### config.mk
export PLATFORM = sky130hd
export DESIGN_NAME = tcqa_ctrl
export DESIGN_NICKNAME = d
export VERILOG_FILES = /design/src/design/tcqa_pkg.sv /design/src/design/tcqa_ctrl.sv
export SDC_FILE = /design/constraint.sdc
export NUM_CORES = 1
export LEC_CHECK = 0
export ABC_CLOCK_PERIOD_IN_PS = 2300
export BUFFER_PORTS_ARGS = -buffer_cell sky130_fd_sc_hd__buf_2
export CAP_MARGIN = 0
export CELL_PAD_IN_SITES_DETAIL_PLACEMENT = 1
export CELL_PAD_IN_SITES_GLOBAL_PLACEMENT = 2
export CORE_MARGIN = 2
export CORE_UTILIZATION = 23
export CTS_CLUSTER_DIAMETER = 50
export DETAILED_ROUTE_END_ITERATION = 8
export GPL_TIMING_DRIVEN = 1
export PLACE_DENSITY_LB_ADDON = 0.1
export SYNTH_ARGS = -nofsm -noshare
export SYNTH_HDL_FRONTEND = slang
export SYNTH_SLANG_ARGS = --single-unit
### constraint.sdc
create_clock -name clk -period 2.3 [get_ports clk]
set_input_delay 0.575 -clock clk [delete_from_list [all_inputs] [get_ports clk]]
set_output_delay 0.575 -clock clk [all_outputs]
set_load 0.01 [all_outputs]
### src/design/tcqa_pkg.sv
// types and constants shared by the ticket queue arbiter modules
`default_nettype none
package tcqa_pkg;

    localparam int TICKET_W = 16;
    localparam int TIME_W   = 17;
    localparam int ENTRY_W  = TICKET_W + TIME_W;

    localparam logic [2:0] REQ_ISSUE_N = 3'd0;
    localparam logic [2:0] REQ_ISSUE_P = 3'd1;
    localparam logic [2:0] REQ_CALL    = 3'd2;
    localparam logic [2:0] REQ_SEARCH  = 3'd3;
    localparam logic [2:0] REQ_CANCEL  = 3'd4;

    localparam logic [1:0] ST_OK      = 2'd0;
    localparam logic [1:0] ST_FULL    = 2'd1;
    localparam logic [1:0] ST_EMPTY   = 2'd2;
    localparam logic [1:0] ST_MISSING = 2'd3;

    localparam logic [7:0] RATIO_RESET = 8'd2;

    typedef enum logic [3:0] {
        CMD_NONE,
        CMD_ISSUE,
        CMD_UNUSED,
        CMD_EMPTY,
        CMD_CALL_RD,
        CMD_CALL_OUT,
        CMD_SRCH_INIT,
        CMD_SRCH_RD,
        CMD_SRCH_NEXTQ,
        CMD_SRCH_MISS,
        CMD_SRCH_STEP,
        CMD_FOUND_OUT,
        CMD_FOUND_HOLD,
        CMD_SHIFT_RD,
        CMD_SHIFT_WR,
        CMD_SHIFT_DONE
    } cmd_t;

    typedef enum logic [2:0] {
        S_IDLE,
        S_CALL,
        S_SRCH_RD,
        S_SRCH_CMP,
        S_SHIFT_RD,
        S_SHIFT_WR
    } state_t;

    typedef struct packed {
        logic [2:0] req_in;
        logic       empty;
        logic       search_end;
        logic       sel;
        logic       match;
        logic       is_cancel;
        logic       shift_end;
    } dp_status_t;

endpackage
`default_nettype wire

### src/design/tcqa_ctrl.sv
// sequencing state machine for the ticket queue arbiter
`default_nettype none
module tcqa_ctrl (
    input  logic                clk,
    input  logic                rst_n,
    input  logic                start,
    input  tcqa_pkg::dp_status_t st,
    output tcqa_pkg::cmd_t      cmd,
    output logic                busy
);
    import tcqa_pkg::*;

    state_t state_reg, state_next;

    always_ff @(posedge clk or negedge rst_n)
    begin
        if (!rst_n)
        begin
            state_reg <= S_IDLE;
        end
        else
        begin
            state_reg <= state_next;
        end
    end

    assign busy = (state_reg != S_IDLE);

    always_comb
    begin
        state_next = state_reg;
        cmd        = CMD_NONE;
        unique case (state_reg)
            S_IDLE:
            begin
                if (start)
                begin
                    unique case (st.req_in)
                        REQ_ISSUE_N, REQ_ISSUE_P: cmd = CMD_ISSUE;
                        REQ_CALL:
                        begin
                            if (st.empty)
                            begin
                                cmd = CMD_EMPTY;
                            end
                            else
                            begin
                                cmd        = CMD_CALL_RD;
                                state_next = S_CALL;
                            end
                        end
                        REQ_SEARCH, REQ_CANCEL:
                        begin
                            cmd        = CMD_SRCH_INIT;
                            state_next = S_SRCH_RD;
                        end
                        default: cmd = CMD_UNUSED;
                    endcase
                end
            end
            S_CALL:
            begin
                cmd        = CMD_CALL_OUT;
                state_next = S_IDLE;
            end
            S_SRCH_RD:
            begin
                if (!st.search_end)
                begin
                    cmd        = CMD_SRCH_RD;
                    state_next = S_SRCH_CMP;
                end
                else if (!st.sel)
                begin
                    cmd = CMD_SRCH_NEXTQ;
                end
                else
                begin
                    cmd        = CMD_SRCH_MISS;
                    state_next = S_IDLE;
                end
            end
            S_SRCH_CMP:
            begin
                if (!st.match)
                begin
                    cmd        = CMD_SRCH_STEP;
                    state_next = S_SRCH_RD;
                end
                else if (st.is_cancel)
                begin
                    cmd        = CMD_FOUND_HOLD;
                    state_next = S_SHIFT_RD;
                end
                else
                begin
                    cmd        = CMD_FOUND_OUT;
                    state_next = S_IDLE;
                end
            end
            S_SHIFT_RD:
            begin
                if (st.shift_end)
                begin
                    cmd        = CMD_SHIFT_DONE;
                    state_next = S_IDLE;
                end
                else
                begin
                    cmd        = CMD_SHIFT_RD;
                    state_next = S_SHIFT_WR;
                end
            end
            S_SHIFT_WR:
            begin
                cmd        = CMD_SHIFT_WR;
                state_next = S_SHIFT_RD;
            end
            default:
            begin
                state_next = S_IDLE;
            end
        endcase
    end
endmodule
`default_nettype wire

==> results of run 1 <==
## cell type report
class / count / area share [%]
well taps: 16 / 4.06
repair buffers: 17 / 17.8
flip-flops and latches: 3 / 15.2
multi-input cells: 43 / 54.6
inverters: 4 / 3.05
clock buffers: 4 / 5.33
## cells in the final DEF, fill, tap and decap left out
cell / Yosys / final
sky130_fd_sc_hd__o221ai_1: 1 / 1
sky130_fd_sc_hd__a21oi_2: 1 / 1
sky130_fd_sc_hd__a31oi_1: 1 / 1
sky130_fd_sc_hd__dfrtp_1: 3 / 3
sky130_fd_sc_hd__o32ai_1: 1 / 1
sky130_fd_sc_hd__a21oi_1: 5 / 5
sky130_fd_sc_hd__nand2b_2: 1 / 1
sky130_fd_sc_hd__inv_2: 3 / 3
sky130_fd_sc_hd__nor3_4: 1 / 1
sky130_fd_sc_hd__nor3b_1: 2 / 2
sky130_fd_sc_hd__clkbuf_1: 0 / 1
sky130_fd_sc_hd__inv_1: 1 / 1
sky130_fd_sc_hd__o21a_1: 1 / 1
sky130_fd_sc_hd__buf_4: 0 / 1
sky130_fd_sc_hd__or4_1: 1 / 1
sky130_fd_sc_hd__buf_2: 1 / 16
sky130_fd_sc_hd__nand2_1: 3 / 3
sky130_fd_sc_hd__o21ai_0: 5 / 5
sky130_fd_sc_hd__and2_1: 1 / 1
sky130_fd_sc_hd__nand2b_1: 4 / 4
sky130_fd_sc_hd__o31a_1: 1 / 1
sky130_fd_sc_hd__o211ai_1: 1 / 1
sky130_fd_sc_hd__a21boi_0: 1 / 1
sky130_fd_sc_hd__a21o_1: 2 / 2
sky130_fd_sc_hd__nor2_1: 5 / 5
sky130_fd_sc_hd__clkbuf_4: 0 / 3
sky130_fd_sc_hd__or3_4: 1 / 1
sky130_fd_sc_hd__o21ai_1: 2 / 2
sky130_fd_sc_hd__nand3_1: 2 / 2
## report_power, final
group / internal [mW] / switching [mW] / total [mW] / leakage (nW)
Clock: 0.0652 / 0.0300 / 0.0952 / 0.0150
Sequential: 0.0652 / 0.0384 / 0.104 / 0.0405
Combinational: 0.119 / 0.131 / 0.250 / 0.166
## per-layer routing
layer | track usage, % | part of all wire (%) | vias up
li1 | - | - | 224
met4 | 7.27 | 1.4 | 0
met3 | 1.25 | 4.4 | 2
met5 | 0 | 0 | -
met2 | 20.6 | 48 | 11
met1 | 18.6 | 46 | 204
## cell families (layout without fill, tap and decap cells)
group           Yosys count  count (layout)  share of synthesized area, %
simple gates             21              21                          35.7
flops                     3               3                          20.6
compound gates           22              22                          38.1
buf+inv                   5              25                          5.50
## path summary, 6_finish.rpt
path,slack (ns),endpoint,from
setup reg to reg,0.87,state_reg[0],state_reg[0]
min in group clk,0.65,state_reg[0],start
hold reg to reg,0.78,state_reg[1],state_reg[1]
max in group asynchronous,2.07,state_reg[2],rst_n
setup / recovery,0.18,cmd[2],state_reg[0]
hold / removal,0.12,state_reg[0],rst_n
## metrics by stage
step / util [%] / cells
final: 33.1 / 87
after global routing: 33.1 / 87
after CTS: 33.1 / 87
after detailed placement: 31.3 / 83
after global placement: 31.3 / 83
after floorplan: - / 51
==> summary.md, run 1 <==
The first global-routing pass estimated 1920 µm of wire. TritonCTS built the clock tree. Of the available clock period, the critical path in the final layout requires 92.2%. The highest net fanout along the worst path works out to 11. The master of the slowest instance on the critical path is sky130_fd_sc_hd__dfrtp_1. Setup violations remaining at the end of the flow were counted as 0. The power per cell area is 911 mW/mm², and the share of synthesized flip-flops with an asynchronous set or reset is 100%. The worst IR drop on VDD is 437 µV, and the number of antenna repair diodes is 0. The endpoint required time on the critical path was 1.73 ns; the post-layout net count was 84. The critical path depth in cells is 5, and the gate count after technology mapping is 51. The run gives 0 as the synthesis warning total. The root cell of the clock tree is sky130_fd_sc_hd__clkbuf_4.

The clock slew at the register clock pins of the worst setup and hold paths is 0.04 ns. The clock reaches the later pin of the worst-skew pair after 0.24 ns. Gates resized during post-CTS repair numbered 0. Traced cell by cell, the critical path runs through nor3_4, and2_1, o21ai_0, o221ai_1, buf_2. The total count of hold-check failures in the final report was 0. The chip height is 43.8 µm, and the delay of the slowest critical-path stage is 0.51 ns. Subtracting the final worst setup slack from the clock period gives 2.12 ns.

The first routing iteration left 2 violations. Once detailed placement completed, the half-perimeter wirelength came to 913 µm. In this run, synthesis inferred 0 flip-flops with an integrated enable.

From left edge to right edge, the die measures 43.8 µm. Vias per cell: 5.07. The min-delay analysis places its worst path in the category input port to asynchronous set/reset pin. For the total placed instance area, the log shows 467 µm². The area growth from synthesis to layout is 35.4%. The biggest area contributor in the post-synthesis netlist is sky130_fd_sc_hd__dfrtp_1. The logs give 24.5% for the initial cell density of the core and 0.120 ns for the worst hold slack. In this run the static leakage power is 0.221 nW. Pin placement for this block handled 17 I/O pins. The clock arrives with 0.00475 ns of skew. The post-detailed-route DRC marker count is 0, and the flip-flop count of the largest register, all copies and words added is 3. The predominant post-synthesis flop cell is sky130_fd_sc_hd__dfrtp_1. Registers take 75.1 µm². Setup total negative slack on the finished layout was measured at 0 ns. Setup repair after global routing left no endpoint under its margin.

The sequential area share after synthesis is 20.6%. Counting instances in the post-synthesis netlist gives the leading cell types as sky130_fd_sc_hd__a21oi_1 (5), sky130_fd_sc_hd__nor2_1 (5), sky130_fd_sc_hd__o21ai_0 (5). The tools report the post-layout total power as 0.449 mW.

STA classifies the critical path startpoint as a flip-flop. Buffers placed on the I/O ports in this run total 16. The maximum buffer depth of the clock tree was 2; the remaining number of nets flagged by the antenna check after routing was 0.

Summing all multi-input logic gate instances after layout gives 269 µm². Kind of end point of the critical path: an output port. The overall global routing resource usage was 13.5%; the detailed-route wire length was 1110 µm. For the die footprint, the log shows 0.00192 mm².

In the final routed layout, each cell accounts on average for 12.8 µm. Yosys attributes the largest share of cell area to sky130_fd_sc_hd__dfrtp_1 (21%), sky130_fd_sc_hd__a21oi_1 (6.9%), sky130_fd_sc_hd__nand2b_1 (6.9%). At the end of routability-driven placement, the weighted congestion stood at 0.757.

Summing over every cut layer, the via total after detailed routing is 441. The logs give 493 µm² for the post-route cell area and 364 µm² for the cell area after synthesis. For the CTS H-tree depth, the log shows 1. The number of max-cap violations was 0; the post-synthesis cell type count was 26. The number of sinks driven by the clock tree is 3. The sum of overflow across all layers after global routing was 0.

After floorplanning, the core was sized to cover 0.00149 mm². The synthesized design contains 3 register bits. The run gives 0 as the initial antenna violation count. For the critical path data arrival time, the log shows 1.54 ns. The type of the worst setup path is flip-flop to output port. Counting cells, the worst reg-to-reg path comes to 4. The run finished with clean final reports.

After filler insertion, the fill cell instance count of the layout stands at 195. The synthesized design devotes to its leading area cell type 20.6% of total area. The share of post-route cells with drive strength above 1 was 38.0%; the number of CTS-inserted buffers was 3. The worst pin sits at a relative slew slack of 72.8%. Across all setup checks in the final design, the least slack found is 0.180 ns. The via count of the first global-routing pass is 445, and the final count of pins violating max slew is 0. The average instance in the mapped netlist occupies 7.14 µm². The buffer and inverter count on the worst path was 1.

Before CTS, the worst setup slack after placement is 0.346 ns. Number of nets in the synthesized netlist: 63. At the pin with the least slew margin, the transition time is 0.408 ns. Entering global routing, the biggest net connects 12 pins.

The maximum achievable frequency is 0.472 GHz, and the total iterations of the first detailed-routing run is 3. Broken down by cell family, the worst path's largest delay share belongs to flip-flops. After floorplanning, the core was divided into 14 placement rows. Once the clock tree was built, the setup fixing pass inserted 0 buffers. The number of hold buffers added after CTS was 0.
(Power assumes the default switching activity.)
==> run 2, diff against run 1 <==
--- a/config.mk
+++ b/config.mk
@@ -5,14 +5,14 @@
 export SDC_FILE = /design/constraint.sdc
 export NUM_CORES = 1
 export LEC_CHECK = 0
-export ABC_CLOCK_PERIOD_IN_PS = 2300
+export ABC_CLOCK_PERIOD_IN_PS = 2500
 export BUFFER_PORTS_ARGS = -buffer_cell sky130_fd_sc_hd__buf_2
 export CAP_MARGIN = 0
 export CELL_PAD_IN_SITES_DETAIL_PLACEMENT = 1
 export CELL_PAD_IN_SITES_GLOBAL_PLACEMENT = 2
 export CORE_MARGIN = 2
 export CORE_UTILIZATION = 23
-export CTS_CLUSTER_DIAMETER = 50
+export CTS_CLUSTER_DIAMETER = 60
 export DETAILED_ROUTE_END_ITERATION = 8
 export GPL_TIMING_DRIVEN = 1
 export PLACE_DENSITY_LB_ADDON = 0.1
==> constraint.sdc (replaced) <==
create_clock -name clk -period 2.5 [get_ports clk]
set_input_delay 0.625 -clock clk [delete_from_list [all_inputs] [get_ports clk]]
set_output_delay 0.625 -clock clk [all_outputs]
set_load 0.05 [all_outputs]
==> run 2 against run 1 <==
Effect of this change: die area unchanged; sequential cell count unchanged; global-route usage shrank 0.42 points; largest cell class unchanged; design area unchanged; wire length is 1.1% lower; combinational power rose by 42%; utilization unchanged; largest power group unchanged; critical path depth stayed put; final cell count did not move.
==> summary.md, run 2 (synthesized netlist as in run 1, its figures left out) <==
The final layout contains 84 nets. The initial cell density of the core is 24.5%, and the vias per cell is 5.17. Master of the slowest instance on the critical path: sky130_fd_sc_hd__dfrtp_1. For the finished layout, the period the worst path requires is 2.29 ns. The tools report the sort of element at the start of the critical path as a flip-flop. For the critical path data arrival time, the log shows 1.67 ns.

The first global-routing pass estimated 1860 µm of wire. The number of clock buffers added by TritonCTS is 3. Across the routed clock network, the largest skew measured is 0.00475 ns.

The total iterations of the first detailed-routing run is 1. Reg-to-reg startpoint: state_reg[0]. Pin placement for this block handled 17 I/O pins. For this design the ratio of total power to cell area is 1090 mW/mm². The number of port buffers came out at 16. The worst hold path class is input port to asynchronous set/reset pin. The tree built by TritonCTS fans out to 3 sinks.

Routability-driven placement finished with a final weighted congestion of 0.757. The library cell used most frequently in the layout, excluding fill and tap cells, is sky130_fd_sc_hd__buf_2. For this run, design rule violations remaining after detail routing come to 0. After floorplanning, the core was sized to cover 0.00149 mm².

The run gives 1 as the CTS H-tree depth. The setup TNS came out at 0 ns. The run finished with clean final reports. Setup violations remaining at the end of the flow were counted as 0.

The kind of end point of the critical path was an output port. The floorplan has 14 rows. The via count of the first global-routing pass is 439.

Of all nets on the critical path, the largest fanout is 11. Once detailed placement completed, the half-perimeter wirelength came to 920 µm. After clock tree synthesis, the setup repair step added 0 buffers. The final count of pins violating max slew is 0. The buffer and inverter count on the worst path was 1. Traced cell by cell, the critical path runs through nor3_4, and2_1, o21ai_0, o221ai_1, buf_2.

Across the run, the number of max-cap violations was 0. The top cell types in the final layout, fill and taps aside, are sky130_fd_sc_hd__buf_2 (16), sky130_fd_sc_hd__nor2_1 (5), sky130_fd_sc_hd__a21oi_1 (5), sky130_fd_sc_hd__o21ai_0 (5), sky130_fd_sc_hd__nand2b_1 (4). Clock tree synthesis selected as its root buffer the cell sky130_fd_sc_hd__clkbuf_4.

The number of vias after detailed routing is 450, and the horizontal extent of the die is 43.8 µm. The flip-flop count of the largest register, all copies and words added works out to 3. The post-route clock period utilization was 91.8%; the logic depth of the worst register-to-register path was 4.

TritonCTS built the clock tree. Entering global routing, the biggest net connects 12 pins. The logs give 0 for the initial antenna violation count and 441 µV for the worst IR drop on VDD.

In this run the deepest clock path goes through 2 buffers. The run gives 0.221 nW as the static leakage. Setup repair after global routing left no endpoint under its margin. The quantity of hold-fixing buffers added after cts was 0. At the pin with the least slew margin, the transition time is 0.391 ns. Clock network latency to the later pin of the worst-skew pair: 0.24 ns. By startpoint and endpoint, the worst setup path is classified as flip-flop to output port. The die is 43.8 µm tall.

The die footprint is 0.00192 mm². The finished layout holds 87 standard cells, fillers aside. The logs give 0 for the number of antenna repair diodes and 0 for the total count of hold-check failures in the final report. Cells fill 33.1% of the core in the end. The destination of the worst register-to-register timing path was state_reg[0].

The area growth from synthesis to layout is 35.4%. The initial detailed-routing violation count is 0, and the remaining max-slew budget at the tightest pin is 74.0%. The number of gates given a new drive strength after cts was 0. The largest single stage delay on the critical path is 0.51 ns. The logs give 1.09 ns for the flop-to-flop setup slack and 13.1% for the overall global routing resource usage. The number of placed instances, taps included was 83; the remaining number of nets flagged by the antenna check after routing was 0. At the worst endpoint, the required time is 1.88 ns. Share of post-route cells with drive strength above 1: 38.0%.

The detailed-route wire length was 1100 µm; the average wire length per cell after detail routing was 12.7 µm. The tools report the maximum achievable frequency as 0.436 GHz. Global routing finished with a remaining overflow of 0. After clock tree synthesis, the clock-pin slew on the worst setup and hold paths is 0.04 ns. The kind of cell with the highest combined delay along the critical path is flip-flops.
-- run 2: cell counts in the layout (fill, tap and decap cells not counted) --
No cell type changed its count.
-- run 2: layout make-up --
cell class | count | area, µm²
fillers | 195 | 996
inverters | 4 | 15.0
clock buffers | 4 | 26.3
well taps | 16 | 20.0
multi-input cells | 43 | 269
flip-flops and latches | 3 | 75.1
repair buffers | 17 | 87.6
-- run 2: per-layer routing --
metal / wire [µm] / share of wire (%) / GRT usage (%)
met5: 0 / 0 / 0
met4: 16 / 1.5 / 7.27
met3: 41 / 3.7 / 1.67
met2: 531 / 48 / 20.9
met1: 513 / 47 / 16.9
-- run 2: report_power, final --
group	switching, mW	internal [mW]
Combinational	0.246	0.111
Clock	0.0276	0.0600
Sequential	0.0343	0.0600
Total	0.308	0.231
-- run 2: worst reg2reg max path, cell delays in order, from the launching register on --
cell,delay [ns]
sky130_fd_sc_hd__dfrtp_1,0.51
sky130_fd_sc_hd__nor3_4,0.26
sky130_fd_sc_hd__inv_2,0.07
sky130_fd_sc_hd__or3_4,0.39
sky130_fd_sc_hd__a21oi_2,0.13
-- run 2: through the flow --
stage               power [mW]  hold WS (ns)  setup WS [ns]  instance area [µm²]
finish                   0.538         0.170          0.206                  493
global route             0.583         0.158         0.0463                  493
CTS                      0.548         0.161          0.164                  493
detailed placement       0.455         0.420          0.315                  467
global placement         0.456         0.420          0.315                  467
floorplan                0.376         0.329          0.101                  364
-- run 2: how the worst max path moves through the flow --
stage,startpoint,endpoint,slack [ns],depth (start not counted)
global placement,st[7],cmd[2],0.31,5
detailed placement,st[8],cmd[2],0.32,6
floorplan,state_reg[2],cmd[3],0.10,2
CTS,state_reg[0],cmd[2],0.16,5
global route,state_reg[0],cmd[1],0.05,5
finish,state_reg[0],cmd[2],0.21,5
